## src/design/tdsl_pkg.sv

```systemverilog
package tdsl_pkg;

    // Fixed datapath widths of the block.
    localparam int MAG_W  = 32;
    localparam int ACC_W  = 64;
    localparam int PROD_W = 96;
    localparam int Q_W    = 34;

    // Saturation limits of the signed 64-bit accumulators.
    localparam logic [ACC_W-1:0] SAT_POS = {1'b0, {(ACC_W-1){1'b1}}};
    localparam logic [ACC_W-1:0] SAT_NEG = {1'b1, {(ACC_W-1){1'b0}}};

    // Result status codes.
    localparam logic [1:0] ST_OK  = 2'd0;
    localparam logic [1:0] ST_TOL = 2'd1;
    localparam logic [1:0] ST_SAT = 2'd2;

    // Sequencer states.
    typedef enum logic [8:0] {
        S_IDLE    = 9'b000000001,
        S_MUL_LO  = 9'b000000010,
        S_MUL_HI  = 9'b000000100,
        S_MUL_SUM = 9'b000001000,
        S_CLAMP   = 9'b000010000,
        S_ACC     = 9'b000100000,
        S_CHECK   = 9'b001000000,
        S_DIV     = 9'b010000000,
        S_FINISH  = 9'b100000000
    } state_t;

    // Product terms formed for one row, in issue order.
    typedef enum logic [2:0] {
        OP_GG  = 3'd0,
        OP_BG  = 3'd1,
        OP_BGG = 3'd2,
        OP_PG  = 3'd3,
        OP_APG = 3'd4,
        OP_CPG = 3'd5
    } op_t;

    // Phase strobes of the shared multiplier.
    typedef struct packed {
        logic lo;
        logic hi;
        logic sum;
    } mul_ctrl_t;

    // Divider status seen by the sequencer.
    typedef struct packed {
        logic busy;
        logic done;
    } div_stat_t;

endpackage

```

## src/design/tdsl_if.sv

```systemverilog
// Row channel: one Hessian row and its gradient element per transaction.
interface tdsl_row_if #(parameter int DATA_WIDTH = 16);
    logic                         valid;
    logic                         ready;
    logic signed [DATA_WIDTH-1:0] sub_diag;
    logic signed [DATA_WIDTH-1:0] main_diag;
    logic signed [DATA_WIDTH-1:0] super_diag;
    logic signed [DATA_WIDTH-1:0] grad_elem;
    logic                         last_row;

    modport source (
        output valid, sub_diag, main_diag, super_diag, grad_elem, last_row,
        input  ready
    );
    modport sink (
        input  valid, sub_diag, main_diag, super_diag, grad_elem, last_row,
        output ready
    );
endinterface

// Result channel: step length and status per transaction.
interface tdsl_res_if;
    logic               valid;
    logic               ready;
    logic signed [31:0] step_alpha;
    logic        [1:0]  status;

    modport source (
        output valid, step_alpha, status,
        input  ready
    );
    modport sink (
        input  valid, step_alpha, status,
        output ready
    );
endinterface

// Configuration channel: denominator tolerance write per transaction.
interface tdsl_cfg_if;
    logic        valid;
    logic        ready;
    logic [31:0] data;

    modport source (
        output valid, data,
        input  ready
    );
    modport sink (
        input  valid, data,
        output ready
    );
endinterface

```

## src/design/tdsl_mul.sv

```systemverilog
module tdsl_mul
    import tdsl_pkg::*;
(
    input  logic              clk,
    input  mul_ctrl_t         ctrl,
    input  logic [ACC_W-1:0]  x,
    input  logic [MAG_W-1:0]  y,
    output logic [PROD_W-1:0] prod
);

    logic [MAG_W-1:0]  x_half;
    logic [ACC_W-1:0]  pp_reg;
    logic [ACC_W-1:0]  lo_reg;
    logic [PROD_W-1:0] prod_reg;

    // The low half of x goes in first, the high half second.
    assign x_half = ctrl.hi ? x[ACC_W-1:MAG_W] : x[MAG_W-1:0];

    // One 32x32 partial product per cycle, then a combining add.
    always_ff @(posedge clk)
    begin
        if (ctrl.lo || ctrl.hi)
        begin
            pp_reg <= x_half * y;
        end
        if (ctrl.hi)
        begin
            lo_reg <= pp_reg;
        end
        if (ctrl.sum)
        begin
            prod_reg <= {pp_reg, {MAG_W{1'b0}}} + {{MAG_W{1'b0}}, lo_reg};
        end
    end

    assign prod = prod_reg;

endmodule

```

## src/design/tdsl_div.sv

```systemverilog
module tdsl_div
    import tdsl_pkg::*;
#(
    parameter int STEPS = 88
)
(
    input  logic             clk,
    input  logic             rst_n,
    input  logic             start,
    input  logic [ACC_W-1:0] n,
    input  logic [ACC_W-1:0] d,
    output div_stat_t        stat,
    output logic [Q_W-1:0]   q
);

    localparam int CNT_W = $clog2(STEPS);

    logic             busy_reg;
    logic             done_reg;
    logic [CNT_W-1:0] cnt_reg;
    logic [ACC_W-1:0] r_reg;
    logic [ACC_W-1:0] n_reg;
    logic [ACC_W-1:0] d_reg;
    logic [Q_W-1:0]   q_reg;

    logic [ACC_W-1:0] r_shift;
    logic             q_bit;
    logic [Q_W-1:0]   q_next;

    // Restoring division step. The remainder stays below d, which is at most
    // 2^63, so the shifted remainder fits in 64 bits.
    always_comb
    begin
        r_shift = {r_reg[ACC_W-2:0], n_reg[ACC_W-1]};
        q_bit   = (r_shift >= d_reg);
        // Once the quotient reaches 2^32 it is pinned at 2^33.
        if (q_reg[Q_W-1] || q_reg[Q_W-2])
        begin
            q_next = {1'b1, {(Q_W-1){1'b0}}};
        end
        else
        begin
            q_next = {q_reg[Q_W-2:0], q_bit};
        end
    end

    // Control: busy while the division steps run, then a one-cycle done pulse.
    always_ff @(posedge clk or negedge rst_n)
    begin
        if (!rst_n)
        begin
            busy_reg <= 1'b0;
            done_reg <= 1'b0;
            cnt_reg  <= '0;
        end
        else
        begin
            done_reg <= 1'b0;
            if (start)
            begin
                busy_reg <= 1'b1;
                cnt_reg  <= '0;
            end
            else if (busy_reg)
            begin
                if (cnt_reg == CNT_W'(STEPS - 1))
                begin
                    busy_reg <= 1'b0;
                    done_reg <= 1'b1;
                end
                cnt_reg <= cnt_reg + 1'b1;
            end
        end
    end

    // Datapath: dividend bits feed in MSB first, then zeros.
    always_ff @(posedge clk)
    begin
        if (start)
        begin
            r_reg <= '0;
            n_reg <= n;
            d_reg <= d;
            q_reg <= '0;
        end
        else if (busy_reg)
        begin
            r_reg <= q_bit ? (r_shift - d_reg) : r_shift;
            n_reg <= {n_reg[ACC_W-2:0], 1'b0};
            q_reg <= q_next;
        end
    end

    assign stat.busy = busy_reg;
    assign stat.done = done_reg;
    assign q         = q_reg;

endmodule

```

## src/design/tridiag_exact_step_length.sv

```systemverilog
// Exact steepest-descent step length alpha = (g.g)/(g.Hg) for a tridiagonal
// Hessian, streamed one row per transaction on the row channel. A transaction
// with last_row set closes the vector and yields one transaction on the result
// channel: alpha in Q16.16 and a status (ok, denominator below tolerance, or
// saturation). The cfg channel writes the denominator tolerance; it is always
// ready and is meant to be written while the block is idle.
// All products go through one shared 32x32 multiplier, two partial products
// per term, so a row occupies the block while its terms are formed, and the
// first row of a vector has fewer terms than each later row. The last row adds
// the tolerance check and the bit-serial divider (one quotient bit a cycle);
// with a denominator below tolerance the divider is skipped.
// Row ready is high only while the sequencer is idle. A finished result sits
// in an output register; further rows are still taken while it waits, and only
// the next result stalls until the receiver takes the pending one.
// Reset empties the output register, clears the vector state and sets the
// tolerance to 1.
module tridiag_exact_step_length
    import tdsl_pkg::*;
#(
    parameter int DATA_WIDTH = 16,
    parameter int FRAC_BITS  = 8
)
(
    input  logic       clk,
    input  logic       rst_n,
    tdsl_row_if.sink   row,
    tdsl_cfg_if.sink   cfg,
    tdsl_res_if.source result
);

    localparam int DIV_STEPS = ACC_W + FRAC_BITS + 16;

    function automatic logic [MAG_W-1:0] mag_of(input logic [DATA_WIDTH-1:0] v);
        logic [DATA_WIDTH-1:0] neg;
        neg = -v;
        return MAG_W'(v[DATA_WIDTH-1] ? neg : v);
    endfunction

    state_t state_reg, state_next;
    op_t    op_reg, op_next;

    // Current row, as magnitude and sign.
    logic [MAG_W-1:0] a_mag_reg, b_mag_reg, c_mag_reg, g_mag_reg;
    logic             a_sgn_reg, b_sgn_reg, c_sgn_reg, g_sgn_reg;
    logic             last_reg;

    // Vector state.
    logic             first_reg;
    logic [MAG_W-1:0] pg_mag_reg, pc_mag_reg;
    logic             pg_sgn_reg, pc_sgn_reg;
    logic [ACC_W-1:0] sum_gg_reg, sum_ghg_reg;
    logic             sat_reg;

    // Intermediate term and finishing flags.
    logic [ACC_W-1:0] t_reg;
    logic             t_sgn_reg;
    logic [ACC_W-1:0] term_reg;
    logic             err_reg;
    logic             neg_reg;
    logic [31:0]      tol_reg;

    // Output register.
    logic               res_valid_reg;
    logic signed [31:0] alpha_reg;
    logic [1:0]         status_reg;

    logic [ACC_W-1:0]  op_x;
    logic [MAG_W-1:0]  op_y;
    logic              op_sgn;
    logic              op_to_t;
    mul_ctrl_t         mul_ctrl;
    logic [PROD_W-1:0] prod;
    logic              prod_over;
    logic [ACC_W-1:0]  prod_clamp;
    logic [ACC_W-1:0]  term_next;
    logic [ACC_W-1:0]  acc_a;
    logic [ACC_W-1:0]  acc_s;
    logic              acc_ovf;
    logic [ACC_W-1:0]  acc_res;
    logic              row_done;
    logic [ACC_W-1:0]  ghg_neg;
    logic [ACC_W-1:0]  dmag;
    logic              tol_fail;
    logic              div_start;
    div_stat_t         div_stat;
    logic [Q_W-1:0]    div_q;
    logic              q_big;
    logic [31:0]       q_mag;
    logic [31:0]       fin_alpha;
    logic [1:0]        fin_status;
    logic              out_free;
    logic              row_fire;

    assign row.ready = (state_reg == S_IDLE);
    assign cfg.ready = 1'b1;
    assign row_fire  = row.valid && (state_reg == S_IDLE);

    // Operand selection for the term being formed.
    always_comb
    begin
        op_x    = '0;
        op_y    = '0;
        op_sgn  = 1'b0;
        op_to_t = 1'b0;
        unique case (op_reg)
            OP_GG:
            begin
                op_x = ACC_W'(g_mag_reg);
                op_y = g_mag_reg;
            end
            OP_BG:
            begin
                op_x    = ACC_W'(b_mag_reg);
                op_y    = g_mag_reg;
                op_sgn  = b_sgn_reg ^ g_sgn_reg;
                op_to_t = 1'b1;
            end
            OP_BGG:
            begin
                op_x   = t_reg;
                op_y   = g_mag_reg;
                op_sgn = t_sgn_reg ^ g_sgn_reg;
            end
            OP_PG:
            begin
                op_x    = ACC_W'(pg_mag_reg);
                op_y    = g_mag_reg;
                op_sgn  = pg_sgn_reg ^ g_sgn_reg;
                op_to_t = 1'b1;
            end
            OP_APG:
            begin
                op_x   = t_reg;
                op_y   = a_mag_reg;
                op_sgn = t_sgn_reg ^ a_sgn_reg;
            end
            OP_CPG:
            begin
                op_x   = t_reg;
                op_y   = pc_mag_reg;
                op_sgn = t_sgn_reg ^ pc_sgn_reg;
            end
            default:
            begin
                op_x = '0;
            end
        endcase
    end

    assign mul_ctrl.lo  = (state_reg == S_MUL_LO);
    assign mul_ctrl.hi  = (state_reg == S_MUL_HI);
    assign mul_ctrl.sum = (state_reg == S_MUL_SUM);

    tdsl_mul u_mul (
        .clk  (clk),
        .ctrl (mul_ctrl),
        .x    (op_x),
        .y    (op_y),
        .prod (prod)
    );

    // Clamp the exact product to the signed 64-bit range and apply its sign.
    always_comb
    begin
        prod_over  = (|prod[PROD_W-1:ACC_W]) ||
                     (prod[ACC_W-1] && (!op_sgn || (|prod[ACC_W-2:0])));
        prod_clamp = prod_over ? (op_sgn ? SAT_NEG : SAT_POS) : prod[ACC_W-1:0];
        term_next  = op_sgn ? -prod_clamp : prod_clamp;
    end

    // Saturating accumulate into g.g or g.Hg.
    always_comb
    begin
        acc_a   = (op_reg == OP_GG) ? sum_gg_reg : sum_ghg_reg;
        acc_s   = acc_a + term_reg;
        acc_ovf = (acc_a[ACC_W-1] == term_reg[ACC_W-1]) &&
                  (acc_s[ACC_W-1] != acc_a[ACC_W-1]);
        acc_res = acc_ovf ? (acc_a[ACC_W-1] ? SAT_NEG : SAT_POS) : acc_s;
    end

    // A row ends after b.g.g on the first row, else after the c term.
    assign row_done = ((op_reg == OP_BGG) && first_reg) || (op_reg == OP_CPG);

    // Denominator magnitude and tolerance test.
    always_comb
    begin
        ghg_neg  = -sum_ghg_reg;
        dmag     = sum_ghg_reg[ACC_W-1] ? ghg_neg : sum_ghg_reg;
        tol_fail = (dmag == '0) || (dmag < ACC_W'(tol_reg));
    end

    assign div_start = (state_reg == S_CHECK) && !tol_fail;

    // g.g is a sum of squares and never goes negative, so it feeds the
    // divider as it is.
    tdsl_div #(
        .STEPS (DIV_STEPS)
    ) u_div (
        .clk   (clk),
        .rst_n (rst_n),
        .start (div_start),
        .n     (sum_gg_reg),
        .d     (dmag),
        .stat  (div_stat),
        .q     (div_q)
    );

    // Final alpha with sign and Q16.16 saturation.
    always_comb
    begin
        q_big      = 1'b0;
        q_mag      = '0;
        fin_alpha  = '0;
        fin_status = ST_TOL;
        if (!err_reg)
        begin
            if (neg_reg)
            begin
                q_big     = (div_q > Q_W'(33'h080000000));
                q_mag     = q_big ? 32'h80000000 : div_q[31:0];
                fin_alpha = -q_mag;
            end
            else
            begin
                q_big     = (div_q > Q_W'(33'h07FFFFFFF));
                q_mag     = q_big ? 32'h7FFFFFFF : div_q[31:0];
                fin_alpha = q_mag;
            end
            fin_status = (q_big || sat_reg) ? ST_SAT : ST_OK;
        end
    end

    assign out_free = !res_valid_reg || result.ready;

    // Sequencer next state.
    always_comb
    begin
        state_next = state_reg;
        op_next    = op_reg;
        unique case (state_reg)
            S_IDLE:
            begin
                if (row.valid)
                begin
                    state_next = S_MUL_LO;
                    op_next    = OP_GG;
                end
            end
            S_MUL_LO:
            begin
                state_next = S_MUL_HI;
            end
            S_MUL_HI:
            begin
                state_next = S_MUL_SUM;
            end
            S_MUL_SUM:
            begin
                state_next = S_CLAMP;
            end
            S_CLAMP:
            begin
                if (op_to_t)
                begin
                    state_next = S_MUL_LO;
                    op_next    = op_t'(op_reg + 3'd1);
                end
                else
                begin
                    state_next = S_ACC;
                end
            end
            S_ACC:
            begin
                if (row_done)
                begin
                    state_next = last_reg ? S_CHECK : S_IDLE;
                end
                else
                begin
                    state_next = S_MUL_LO;
                    op_next    = op_t'(op_reg + 3'd1);
                end
            end
            S_CHECK:
            begin
                state_next = tol_fail ? S_FINISH : S_DIV;
            end
            S_DIV:
            begin
                if (div_stat.done)
                begin
                    state_next = S_FINISH;
                end
            end
            S_FINISH:
            begin
                if (out_free)
                begin
                    state_next = S_IDLE;
                end
            end
            default:
            begin
                state_next = S_IDLE;
            end
        endcase
    end

    // Control and vector state.
    always_ff @(posedge clk or negedge rst_n)
    begin
        if (!rst_n)
        begin
            state_reg     <= S_IDLE;
            op_reg        <= OP_GG;
            first_reg     <= 1'b1;
            pg_mag_reg    <= '0;
            pg_sgn_reg    <= 1'b0;
            pc_mag_reg    <= '0;
            pc_sgn_reg    <= 1'b0;
            sum_gg_reg    <= '0;
            sum_ghg_reg   <= '0;
            sat_reg       <= 1'b0;
            tol_reg       <= 32'd1;
            res_valid_reg <= 1'b0;
        end
        else
        begin
            state_reg <= state_next;
            op_reg    <= op_next;

            if (cfg.valid)
            begin
                tol_reg <= cfg.data;
            end

            if ((state_reg == S_CLAMP) && !op_to_t && prod_over)
            begin
                sat_reg <= 1'b1;
            end

            if (state_reg == S_ACC)
            begin
                if (op_reg == OP_GG)
                begin
                    sum_gg_reg <= acc_res;
                end
                else
                begin
                    sum_ghg_reg <= acc_res;
                end
                if (acc_ovf)
                begin
                    sat_reg <= 1'b1;
                end
                // Carry g and c into the next row.
                if (row_done && !last_reg)
                begin
                    pg_mag_reg <= g_mag_reg;
                    pg_sgn_reg <= g_sgn_reg;
                    pc_mag_reg <= c_mag_reg;
                    pc_sgn_reg <= c_sgn_reg;
                    first_reg  <= 1'b0;
                end
            end

            // Hand over the result and start a fresh vector; otherwise a taken
            // result empties the output register.
            if ((state_reg == S_FINISH) && out_free)
            begin
                res_valid_reg <= 1'b1;
                first_reg     <= 1'b1;
                pg_mag_reg    <= '0;
                pg_sgn_reg    <= 1'b0;
                pc_mag_reg    <= '0;
                pc_sgn_reg    <= 1'b0;
                sum_gg_reg    <= '0;
                sum_ghg_reg   <= '0;
                sat_reg       <= 1'b0;
            end
            else if (result.ready)
            begin
                res_valid_reg <= 1'b0;
            end
        end
    end

    // Payload registers.
    always_ff @(posedge clk)
    begin
        if (row_fire)
        begin
            a_mag_reg <= mag_of(row.sub_diag);
            a_sgn_reg <= row.sub_diag[DATA_WIDTH-1];
            b_mag_reg <= mag_of(row.main_diag);
            b_sgn_reg <= row.main_diag[DATA_WIDTH-1];
            c_mag_reg <= mag_of(row.super_diag);
            c_sgn_reg <= row.super_diag[DATA_WIDTH-1];
            g_mag_reg <= mag_of(row.grad_elem);
            g_sgn_reg <= row.grad_elem[DATA_WIDTH-1];
            last_reg  <= row.last_row;
        end
        if (state_reg == S_CLAMP)
        begin
            if (op_to_t)
            begin
                t_reg     <= prod[ACC_W-1:0];
                t_sgn_reg <= op_sgn;
            end
            else
            begin
                term_reg <= term_next;
            end
        end
        if (state_reg == S_CHECK)
        begin
            err_reg <= tol_fail;
            neg_reg <= sum_ghg_reg[ACC_W-1];
        end
        if ((state_reg == S_FINISH) && out_free)
        begin
            alpha_reg  <= fin_alpha;
            status_reg <= fin_status;
        end
    end

    assign result.valid      = res_valid_reg;
    assign result.step_alpha = alpha_reg;
    assign result.status     = status_reg;

`ifndef SYNTH
    // A new result only comes out of the finishing state.
    assert property (@(posedge clk) disable iff (!rst_n)
        $rose(res_valid_reg) |-> $past(state_reg == S_FINISH))
        else $error("result appeared outside the finishing state");

    // A failed tolerance test always reports a zero step.
    assert property (@(posedge clk) disable iff (!rst_n)
        (result.valid && (result.status == ST_TOL)) |-> (result.step_alpha == '0))
        else $error("nonzero step reported with tolerance status");

    // While waiting on the divider, it is either running or just finished.
    assert property (@(posedge clk) disable iff (!rst_n)
        (state_reg == S_DIV) |-> (div_stat.busy || div_stat.done))
        else $error("waiting on an idle divider");

    // Handing over a result leaves a cleared vector behind.
    assert property (@(posedge clk) disable iff (!rst_n)
        $rose(res_valid_reg) |-> (first_reg && !sat_reg && (sum_gg_reg == '0)))
        else $error("vector state not cleared after result");
`endif

endmodule

```

## src/flat_wrapper.sv

```systemverilog
// flat-port wrapper written by rule: the top's interface ports become plain ports
module tridiag_exact_step_length_flat import tdsl_pkg::*;
#(
    parameter int DATA_WIDTH = 16,
    parameter int FRAC_BITS  = 8
)
  (clk, rst_n, row_valid, row_sub_diag, row_main_diag, row_super_diag, row_grad_elem, row_last_row, row_ready, cfg_valid, cfg_data, cfg_ready, result_valid, result_step_alpha, result_status, result_ready);
  tdsl_row_if #(.DATA_WIDTH(DATA_WIDTH)) row_i ();
  tdsl_cfg_if cfg_i ();
  tdsl_res_if result_i ();
  input  logic clk;
  input  logic rst_n;
  input wire logic [$bits(row_i.valid)-1:0] row_valid;
  input wire logic [$bits(row_i.sub_diag)-1:0] row_sub_diag;
  input wire logic [$bits(row_i.main_diag)-1:0] row_main_diag;
  input wire logic [$bits(row_i.super_diag)-1:0] row_super_diag;
  input wire logic [$bits(row_i.grad_elem)-1:0] row_grad_elem;
  input wire logic [$bits(row_i.last_row)-1:0] row_last_row;
  output wire logic [$bits(row_i.ready)-1:0] row_ready;
  input wire logic [$bits(cfg_i.valid)-1:0] cfg_valid;
  input wire logic [$bits(cfg_i.data)-1:0] cfg_data;
  output wire logic [$bits(cfg_i.ready)-1:0] cfg_ready;
  output wire logic [$bits(result_i.valid)-1:0] result_valid;
  output wire logic [$bits(result_i.step_alpha)-1:0] result_step_alpha;
  output wire logic [$bits(result_i.status)-1:0] result_status;
  input wire logic [$bits(result_i.ready)-1:0] result_ready;
  assign row_i.valid = row_valid;
  assign row_i.sub_diag = row_sub_diag;
  assign row_i.main_diag = row_main_diag;
  assign row_i.super_diag = row_super_diag;
  assign row_i.grad_elem = row_grad_elem;
  assign row_i.last_row = row_last_row;
  assign row_ready = row_i.ready;
  assign cfg_i.valid = cfg_valid;
  assign cfg_i.data = cfg_data;
  assign cfg_ready = cfg_i.ready;
  assign result_valid = result_i.valid;
  assign result_step_alpha = result_i.step_alpha;
  assign result_status = result_i.status;
  assign result_i.ready = result_ready;
  tridiag_exact_step_length #(.DATA_WIDTH(DATA_WIDTH), .FRAC_BITS(FRAC_BITS)) u_core (.clk(clk), .rst_n(rst_n), .row(row_i), .cfg(cfg_i), .result(result_i));
endmodule
```

## config.mk

```make
export PLATFORM = sky130hd
export DESIGN_NAME = tridiag_exact_step_length_flat
export DESIGN_NICKNAME = d
export VERILOG_FILES = /design/src/design/tdsl_pkg.sv /design/src/design/tdsl_if.sv /design/src/design/tdsl_mul.sv /design/src/design/tdsl_div.sv /design/src/design/tridiag_exact_step_length.sv /design/src/flat_wrapper.sv
export SDC_FILE = /design/constraint.sdc
export NUM_CORES = 2
export LEC_CHECK = 0
export ABC_AREA = 1
export BUFFER_PORTS_ARGS = -buffer_cell sky130_fd_sc_hd__buf_4
export CAP_MARGIN = 10
export CORE_ASPECT_RATIO = 1.2
export CORE_MARGIN = 4
export CORE_UTILIZATION = 55
export CTS_CLUSTER_DIAMETER = 60
export DETAILED_ROUTE_END_ITERATION = 16
export HOLD_SLACK_MARGIN = 0.03
export PLACE_DENSITY = 0.71
export RECOVER_POWER = 25
export SLEW_MARGIN = 20
export SYNTH_ARGS = -nofsm -noshare
export SYNTH_HDL_FRONTEND = slang
export SYNTH_SLANG_ARGS = --single-unit
```

## constraint.sdc

```tcl
create_clock -name clk -period 9.4 [get_ports clk]
set_clock_uncertainty 0.2 [all_clocks]
set_input_delay 0.94 -clock clk [delete_from_list [all_inputs] [get_ports clk]]
set_output_delay 0.94 -clock clk [all_outputs]
set_load 0.03 [all_outputs]
```

==> key figures <==
Yosys
  – Post-synth top flop: edfxtp_1
  – Compound-Gate Fraction of Synth Area: 0.09619
  – Synthesized area: approximately 71000 µm²
  – Main combinational cell family by area after synthesis: simple AND/OR/NAND/NOR gates
  – Number of synthesized flops with an enable pin: between 500 and 600
  – Mux share of post-synthesis cell area: 0.0007258
  – Register area share after synthesis: 0.3375
  – Post-synthesis adder-cell area fraction: 0.1999
  – Synth unique cells: 64
  – Synth Instances: 8985
  – Simple-gate area share of the yosys netlist: 0.2311
  – Synth Area in XOR/XNOR: 0.03903
  – Ys Warns: 0
  – Syn_nets: 9963
  – Syn avg cell area: 7.867 µm²
  – Asr flop ratio synth: 0.2526
  – Yosys reg bits: between 800 and 900

Route
  – WL/cell: 23.17 µm
  – Residual DRC count: 0
  – Detailed Routing Iterations Pass 1: 8
  – Iter 0 DRT Violations: around 5300
  – Routed wire length: 251500 µm
  – DR vias: 62380
  – ANT nets after route: 0
  – Vias per cell: roughly 5.7

Worst setup path
  – Critical Path RT: 9.73 ns
  – Crit-path slowest cell: fa_1
  – Crit-path max FO: 16
  – R2R cell count: 31
  – Crit path capture type: register
  – CP Launch Type: register
  – Setup CP Type: reg -> reg
  – Worst EP arrival: 9.43 ns
  – Slowest stage delay, CP: 0.56 ns

Floorplan
  – Die Height: 400.7 µm
  – Die area: 134300 µm²
  – Site row count: 143
  – I/O pin count: 139
  – Core ar.: 127200 µm²
  – Die Span X: 335.3 µm
  – Initial core utilization: 0.5556

Finish
  – Fill count: 11430
  – Final core occ: 0.6087
  – P&R area growth vs syn: 9.555%
  – Layout cell share with drive strength beyond 1: 0.06328
  – Layout Cells excl Fill: 10860
  – Post-layout net count: 10080
  – Reg area: approximately 24000 µm²
  – Max FFs per register: 84
  – Area of the multi-input gates: ~40000 µm²

Global routing
  – Largest net degree at the start of global routing: 139
  – Initial antenna violation count: 4
  – GRT Overall Usage: 0.3723
  – Overflow after GRT: 0
  – Vias in the first global route: 63060
  – First-pass GRT wire length: 378400 µm

Timing
  – Endpoints failing setup: 0
  – Post-layout min period: around 9.1 ns
  – Least-Margin Pin Slew: 4.499 ns
  – Tcrit/Tclk final: 0.9684
  – Final Max Slew Viols: approximately 350
  – Max Fclk: 109.9 MHz
  – Fin. Hold Viols: 0
  – Relative slew slack: -1.999

Placement
  – IO buf count: approximately 140
  – Final Wtd Congestion: 1.069
  – Detailed Place HPWL: 202700 µm
  – Dpl cells: 10660

Clocking
  – Clk buf depth: 3
  – Sink Count: 863
  – Num CTS Buffers: 97
  – Root buf cell: clkbuf_16
  – Worst skew pair latency: 0.75 ns
  – Clock Pin Slew Worst Setup and Hold Paths: 0.07 ns
  – CTS tree: yes
  – Htree depth: 3

Worst hold path
  – Worst Hold Depth: 3
  – Hold WC Path Type: in -> reg

Outcome
  – Outcome: complete, but fails checks
  – Failing checks: capacitance limit, slew limit

Flow run
  – Max-cap violations: 4
-- layout make-up --
cell class	instances	share of cell area
Antenna cell	6	0.0001939
Clock buffer	122	0.03391
Clock inverter	62	0.01086
Inverter	1480	0.07201
Multi-Input combinational cell	6373	0.5205
Sequential cell	863	0.3081
Tap cell	1667	0.02693
Timing Repair Buffer	282	0.02752
-- synthesized netlist by cell type (30+ instances only) --
| cell | count | area share |
|---|---|---|
| o22ai_1 | 50 | 0.0044 |
| edfxtp_1 | 548 | 0.23 |
| fa_1 | 422 | 0.12 |
| xor2_1 | 202 | 0.025 |
| ha_1 | 454 | 0.080 |
| buf_2 | 50 | 0.0035 |
| o21ai_0 | 536 | 0.038 |
| xnor2_1 | 113 | 0.014 |
| nor2_1 | 1168 | 0.062 |
| nor4_1 | 38 | 0.0034 |
| dfrtp_1 | 215 | 0.076 |
| nor3_1 | 68 | 0.0048 |
| nand3_1 | 507 | 0.036 |
| o21a_1 | 30 | 0.0032 |
| nand4_1 | 86 | 0.0076 |
| inv_1 | 1454 | 0.077 |
| nor2_2 | 33 | 0.0029 |
| a21oi_1 | 368 | 0.026 |
| a31oi_1 | 47 | 0.0042 |
| clkbuf_1 | 178 | 0.0095 |
| dfxtp_1 | 97 | 0.027 |
| nand2_1 | 1962 | 0.10 |
-- repair_timing --
| item | in CTS | in global routing |
|---|---|---|
| setup endpoints to repair | 0 | 22 |
| gates resized for setup | 0 | 32 |
| hold buffers | 1 | 0 |
| buffers inserted | 0 | 7 |
| endpoints found under the hold margin | 45 | 0 |
-- path summary, 6_finish.rpt --
kind | startpoint | endpoint | slack, ns
max in group asynchronous | rst_n | u_core.u_div.busy_reg | 1.34
min reg2reg | u_core.u_mul.lo_reg[10] | u_core.u_mul.prod[10] | 0.21
max reg2reg | u_core.op_reg[0] | u_core.u_mul.pp_reg[44] | 0.30
min in group asynchronous | rst_n | u_core.sum_ghg_reg[59] | 2.15
min | cfg_data[1] | u_core.tol_reg[1] | 0.20
max | u_core.op_reg[0] | u_core.u_mul.pp_reg[44] | 0.30
-- worst max-delay path: cells and delay by family, from the launching register on --
kind                       cells  cell delay, ns
DFF                            1            0.40
xor gates and xnor gates       1            0.35
and+or+nand+nor                7            1.50
adders and majority gates     11            4.34
AOI/OAI and AO/OA              2            0.66
buffers and inverters         10            1.46
-- layer usage --
| layer | routed length, µm | vias to the layer above | part of all wire | global-route usage |
|---|---|---|---|---|
| met5 | 40 | - | 0.00016 | 0 |
| met2 | 122900 | 2783 | 0.49 | 0.6421 |
| li1 | - | 29070 | - | - |
| met1 | 87520 | 29660 | 0.35 | 0.4118 |
| met3 | 15900 | 865 | 0.063 | 0.05026 |
| met4 | 25200 | 6 | 0.10 | 0.2965 |
-- cells in the final DEF, fill, tap and decap left out, drive strengths merged, types with 11 or more instances in the layout --
master and n:
o211ai 24, nor3 69, xnor2 113, a221oi 19, inv 1477, o21ai 558, a21boi 19, nor3b 11
o21bai 26, xor2 202, a21o 20, o21a 30, o31ai 11, a21oi 369, nor2 1216, nand2 1974
fa 422, dfrtp 215, edfxtp 548, buf 264, clkinvlp 12, nor4 39, nand4 86, ha 454
clkinv 41, dfxtp 97, nand3 514, o221ai 11, bufinv 12, or2 18, o22ai 50, a31oi 47
a22oi 22, nand3b 15, clkbuf 139
-- logic make-up (layout without fill, tap and decap cells) --
kind of cell             count (synthesis)  in the layout
flip-flops                             863            863
XOR/XNOR                               315            315
other                                    1              7
AND/OR/NAND/NOR                       3954           3954
multiplexers                             5              5
AO/OA/AOI/OAI                         1222           1222
buffers and inverters                 1749           1946
adder cells (fa/ha/maj)                876            876
-- metrics by stage --
step	instance area, µm²	worst slack, ns	hold WS [ns]	TNS [ns]
after floorplan	70680	0.7295	0.2003	0
after global placement	73860	-0.03583	0.2011	-0.03583
after CTS	77340	0.01525	0.1604	0
after global routing	77420	-0.01735	0.2072	-0.01735
final	77440	0.2974	0.2017	0
after detailed placement	73870	0.01808	0.2045	0
Power is not shown: default switching activity piles up to over one toggle a cycle in this logic, so the estimate is an artifact.
